==> src/design/spd_pkg.sv <==
// Types, constants and reset values of the stereo ping-pong delay.
package spd_pkg;

  localparam int SMP_W              = 16;
  localparam int GAIN_W             = 16;
  localparam int DELAY_W            = 16;
  localparam int Q_FRAC             = 15;
  localparam int CFG_IDX_W          = 3;
  localparam int CFG_DATA_W         = 16;
  localparam int LINE_ADDR_BITS_DEF = 16;
  localparam int SAMPLE_BITS_DEF    = 16;

  typedef enum logic [CFG_IDX_W-1:0] {
    REG_PINGPONG = 3'd0,
    REG_LEFT_DLY = 3'd1,
    REG_RIGHT_DLY = 3'd2,
    REG_FB_GAIN  = 3'd3,
    REG_DRY_GAIN = 3'd4,
    REG_WET_GAIN = 3'd5
  } cfg_reg_t;

  localparam logic               PINGPONG_RST = 1'b1;
  localparam logic [DELAY_W-1:0] LEFT_DLY_RST = 16'd48000;
  localparam logic [DELAY_W-1:0] RIGHT_DLY_RST = 16'd48000;
  localparam logic [GAIN_W-1:0]  FB_GAIN_RST  = 16'd6554;
  localparam logic [GAIN_W-1:0]  DRY_GAIN_RST = 16'd23198;
  localparam logic [GAIN_W-1:0]  WET_GAIN_RST = 16'd2068;

endpackage

==> src/design/spd_mac.sv <==
// Per-channel gain arithmetic: feedback sum and dry/wet mix with rounding and saturation.
module spd_mac import spd_pkg::*; #(
  parameter int SAMPLE_BITS = SAMPLE_BITS_DEF
) (
  input  logic signed [SMP_W-1:0]       x,
  input  logic signed [SAMPLE_BITS-1:0] y,
  input  logic [GAIN_W-1:0]             fb_gain,
  input  logic [GAIN_W-1:0]             dry_gain,
  input  logic [GAIN_W-1:0]             wet_gain,
  output logic signed [SAMPLE_BITS-1:0] fb_sum,
  output logic signed [SMP_W-1:0]       dout
);

  localparam int YP_W  = SAMPLE_BITS + GAIN_W + 1;
  localparam int XP_W  = SMP_W + GAIN_W + 1;
  localparam int PW    = (YP_W > XP_W) ? YP_W : XP_W;
  localparam int ACC_W = PW + 2;

  localparam logic signed [ACC_W-1:0] HALF = ACC_W'(64'sd1 <<< (Q_FRAC - 1));
  localparam logic signed [ACC_W-1:0] SMAX =
    ACC_W'((64'sd1 <<< (SAMPLE_BITS - 1)) - 64'sd1);
  localparam logic signed [ACC_W-1:0] SMIN = ~SMAX;

  logic signed [YP_W-1:0]          fb_prod;
  logic signed [YP_W-1:0]          wet_prod;
  logic signed [XP_W-1:0]          dry_prod;
  logic signed [SMP_W+Q_FRAC-1:0]  x_sh;
  logic signed [ACC_W-1:0]         fb_acc;
  logic signed [ACC_W-1:0]         out_acc;
  logic signed [SAMPLE_BITS-1:0]   out_sat;

  function automatic logic signed [SAMPLE_BITS-1:0] rnd_sat(
    input logic signed [ACC_W-1:0] v
  );
    logic signed [ACC_W-1:0] t;
    t = (v + HALF) >>> Q_FRAC;
    if (t > SMAX) begin
      t = SMAX;
    end else if (t < SMIN) begin
      t = SMIN;
    end
    return SAMPLE_BITS'(t);
  endfunction

  always_comb begin
    x_sh     = $signed({x, {Q_FRAC{1'b0}}});
    fb_prod  = $signed({1'b0, fb_gain}) * y;
    wet_prod = $signed({1'b0, wet_gain}) * y;
    dry_prod = $signed({1'b0, dry_gain}) * x;
    fb_acc   = ACC_W'(x_sh) + ACC_W'(fb_prod);
    out_acc  = ACC_W'(dry_prod) + ACC_W'(wet_prod);
    fb_sum   = rnd_sat(fb_acc);
    out_sat  = rnd_sat(out_acc);
    dout     = SMP_W'(out_sat);
  end

endmodule

==> config.mk <==
export PLATFORM = sky130hd
export DESIGN_NAME = spd_mac
export DESIGN_NICKNAME = d
export VERILOG_FILES = /design/src/design/spd_pkg.sv /design/src/design/spd_mac.sv
export SDC_FILE = /design/constraint.sdc
export NUM_CORES = 2
export LEC_CHECK = 0
export BUFFER_PORTS_ARGS = -buffer_cell sky130_fd_sc_hd__buf_2
export CORE_MARGIN = 3
export CORE_UTILIZATION = 44
export DETAILED_ROUTE_END_ITERATION = 16
export GPL_ROUTABILITY_DRIVEN = 0
export PLACE_DENSITY = 0.67
export SYNTH_ARGS = -nofsm -noshare
export SYNTH_HDL_FRONTEND = slang
export SYNTH_SLANG_ARGS = --single-unit
==> constraint.sdc <==
create_clock -name vclk -period 7.2
set_input_delay 0 -clock vclk [all_inputs]
set_output_delay 0 -clock vclk [all_outputs]
set_load 0.02 [all_outputs]
Word level (Yosys, flattened, before mapping)
Index checks and enable logic that the tools add are counted.
{ "totals": {"regBits": 0, "inputBits": 80, "output_inout_bits": 32, "elab_cells": 15} }
{ "op_classes": {"n_addsub": 4, "mul": 3, "n_lt_le_gt_ge": 4, "n_mux": 4} }
{ "ops": {"columns": ["cell", "count"], "rows": [
  ["multiplier 17 x 16 -> 33 bit", 3],
  ["adder 34 x 16 -> 35 bit, second input constant", 2],
  ["2-to-1 mux 16 bit", 4],
  ["greater-than comparator 20 x 16 -> 1 bit, second input constant", 2],
  ["less-than comparator 20 x 16 -> 1 bit, second input constant", 2],
  ["adder 31 x 33 -> 34 bit", 1],
  ["adder 33 x 33 -> 34 bit", 1]
]} }

Logic depth before layout (Yosys ltp)
{ "depth": {"word_depth": 6, "depth_mapped": 30, "ltp_nobuf": 27} }

Worst setup path before layout
Ideal clock, no wire load.
{ "synth_timing": {"kind": "input -> output", "start": "input port y[15]", "end": "output port dout[10]", "t_arrival_ns": 7.222, "setup_slack_ns": -0.022, "path_stages": 25, "n_path_buf": 3, "cell_sequence": "clkbuf_1 inv_1 buf_1 fa_1 fa_1 fa_1 fa_1 inv_1 fa_1 fa_1 fa_1 inv_1 fa_1 inv_1 ha_1 a21oi_1 o21ai_0 a221oi_1 nand2_1 o21a_1 a211o_1 nor4_1 a21oi_1 buf_2 o21ai_0"} }
{ "synth_between": {"elab_chain_len": 6, "word_cells_on_any_way": 7, "cone_classes": "add/sub (2); mul (1); order compare (2); mux (2)"} }
{ "synth_lines": {"columns": ["element", "line_no", "rtl"], "rows": [
  ["from (decl)", "spd_mac.sv:6", "input logic signed [SAMPLE_BITS-1:0] y,"],
  ["multiplier 17 x 16 -> 33 bit (*)", "spd_mac.sv:48", "wet_prod = $signed({1'b0, wet_gain}) * y;"],
  ["adder 33 x 33 -> 34 bit (*)", "spd_mac.sv:51", "out_acc = ACC_W'(dry_prod) + ACC_W'(wet_prod);"],
  ["adder 34 x 16 -> 35 bit (*)", "spd_mac.sv:36", "t = (v + HALF) >>> Q_FRAC;"],
  ["less-than comparator 20 x 16 -> 1 bit", "spd_mac.sv:39", "end else if (t < SMIN) begin"],
  ["2-to-1 mux 16 bit", "spd_mac.sv:39", null],
  ["2-to-1 mux 16 bit (*)", "spd_mac.sv:37", "if (t > SMAX) begin"],
  ["to (decl)", "spd_mac.sv:11", "output logic signed [SMP_W-1:0] dout"]
]} }
Mark *: on every way between the ends. The rest lies on a longest branch, timed or not.

Worst setup path after layout
{ "layout_timing": {"start": "input port y[4]", "end": "output port dout[12]"} }
The elaborated chain is that of the path after synthesis.

==> results.yml <==
grt:
  grt-ovfl-total: 0
  grt_pass1_wl_um: 117000
  grt.total_usage_pct: 22.3
  antenna_found_initial: 5
  grt_max_degree: 30
  grt_pass1_vias: 22400
drt:
  via_per_inst: 5.07
  drc: 0
  route.vias.total: 20800
  first_iter_violations: 1074
  wl_per_cell_um: 17.5
  drt.antenna.violating_nets: 0
  firstDrtPassIters: 7
  wl_um: 71700
sta:
  layout_min_cycle_time_ns: 7.05
  hold_viol_final: 0
  finalSetupViolations: 0
  fmax_mhz: 142
  worst_pin_slew_ns: 0.709
  slew_viol_final: 0
  post-route-period-util_pct: 97.9
  max-slew-margin-rel_pct: 52.4
  rsz0062_at_grt: "yes"
synth:
  ys_warn_count: 0
  synth_commonest_cells: "848 x inv_1, 664 x fa_1, 379 x and2_1, 379 x nand2_1, 345 x ha_1"
  synth_top_area_share_pct: 48.0
  synth_area_leaders: "fa_1 48%, ha_1 16%, inv_1 11%"
  synthesis.area_sq_um: 27700
  yosysMostFrequentCell: "inv_1"
  ys_seq_area_share_pct: 0
  synth.distinct_cells: 64
  avgSynthCellArea_sq_um: 8.80
  synthCells: 3145
  synth_area_leader_cell: "fa_1"
  synth_nets: 4234
cells_and_area:
  fin_cells: 4104
  register_area_sq_um: 0
  drive_gt1_share_pct: 10.9
  nClkBuffers: 0
  seq_cells: 0
  area_delta_synth_final_pct: 10.8
  final_nets: 4354
  fillCellCount: 5940
critical_path:
  cp_num_buf_inv: 9
  required_ns: 7.20
  slowest_stage: "fa_1"
  path_class: "input pin to primary output"
  end_kind: "primary output"
  cpPeakStageDelay_ns: 0.57
  startpoint_type: "input pin"
  path_max_fanout: 11
  cp.arrival_ns: 7.05
  cp_common_cell: "fa_1"
  path_delay_family: "adder cells"
floorplanning:
  dieArea_sq_um: 66000
  die_w_um: 257
  die_y_um: 257
  io-pin-count: 112
  initial_core_util_pct: 44.7
  core_sq_um: 61900
  placementRows: 91
status:
  outcome: "completed"
place:
  detailedPlacementHpwl_um: 61500
  port_buffers: 112
  dpl.cell_count: 4087
min_path:
  min-delay-path-class: "input pin to primary output"
run:
  drv_cap: 0
final cells by class:
type / instances / area, sq um / area share, %
Tap cell: 837 / 1050 / 3.41
Timing Repair Buffer: 249 / 2030 / 6.63
Antenna cell: 4 / 10.0 / 0.0326
Multi-Input combinational cell: 2165 / 24400 / 79.5
Inverter: 849 / 3190 / 10.4
per-stage QoR:
step | setup WS [ns] | TNS [ns] | area (sq um) | hold WS (ns) | util [%]
finish | 0.154 | 0 | 30700 | 0.969 | 49.5
global route | -0.0769 | -0.926 | 30700 | 1.04 | 49.5
CTS | 0.0125 | 0 | 29900 | 1.00 | 48.3
detailed placement | -0.147 | -1.64 | 29800 | 0.990 | 48.0
global placement | -0.0522 | -0.610 | 29800 | 0.987 | 48.0
floorplan | -0.0219 | -0.205 | 27700 | 0.590 | -
what timing repair did:
item                                    4_1_cts  5_1_grt
hold buffers                                  0        0
cloned                                        0        2
resized for setup                            48      190
pin swaps                                     7       52
setup buffers                                 3        8
endpoints found under the setup margin       15       30
cell families after synthesis:
kind of cell / Yosys count / share of synthesized area (%)
AOI/OAI and AO/OA: 218 / 5.36
and+or+nand+nor: 900 / 16.4
adders and majority gates: 1009 / 63.6
xor gates and xnor gates: 37 / 1.17
buffers and inverters: 980 / 13.4
muxes: 1 / 0.0407
worst paths after layout:
path   from    endpoint  slack (ns)  depth (start not counted)
max    y[4]    dout[12]        0.15                         28
min   x[15]  fb_sum[15]        0.97                          7
worst min-delay path, delay by kind of cell:
family,cells,cell delay (ns)
AO/OA/AOI/OAI,2,0.30
buffers and inverters,4,0.46
adder cells (fa/ha/maj),1,0.20
per-layer routing:
metal	up-vias	routed length, um	global-route usage [%]
li1	9446	-	-
met1	10700	30000	30.0
met2	592	35300	38.1
met3	117	3900	2.23
met4	0	2560	6.72
met5	-	0	0
layout by cell type, fill, tap and decap left out, types with 5 or more instances in the layout:
cell,synthesis,routed
a211oi_1,7,5
nor3_1,8,7
buf_4,2,140
and2_1,379,375
nand3_1,17,16
xnor2_1,22,20
nand2b_1,22,22
fa_2,0,12
o211ai_1,9,9
a21oi_2,13,26
a31oi_1,7,7
o31ai_1,6,6
nand4_1,11,11
nand2_1,379,375
o21ai_2,1,12
a21o_1,12,12
a21oi_1,64,50
nor2_1,55,52
o21a_1,9,8
o21bai_1,8,8
buf_6,3,32
fa_1,664,652
clkbuf_4,0,11
ha_4,0,10
inv_1,848,845
ha_1,345,334
o21ai_0,47,27
buf_12,0,10
and3_1,10,9
xor2_1,15,15
o21ai_1,5,13
buf_2,9,50
buf_8,0,6
Power is not shown: default switching activity piles up to over one toggle a cycle in this logic, so the estimate is an artifact.
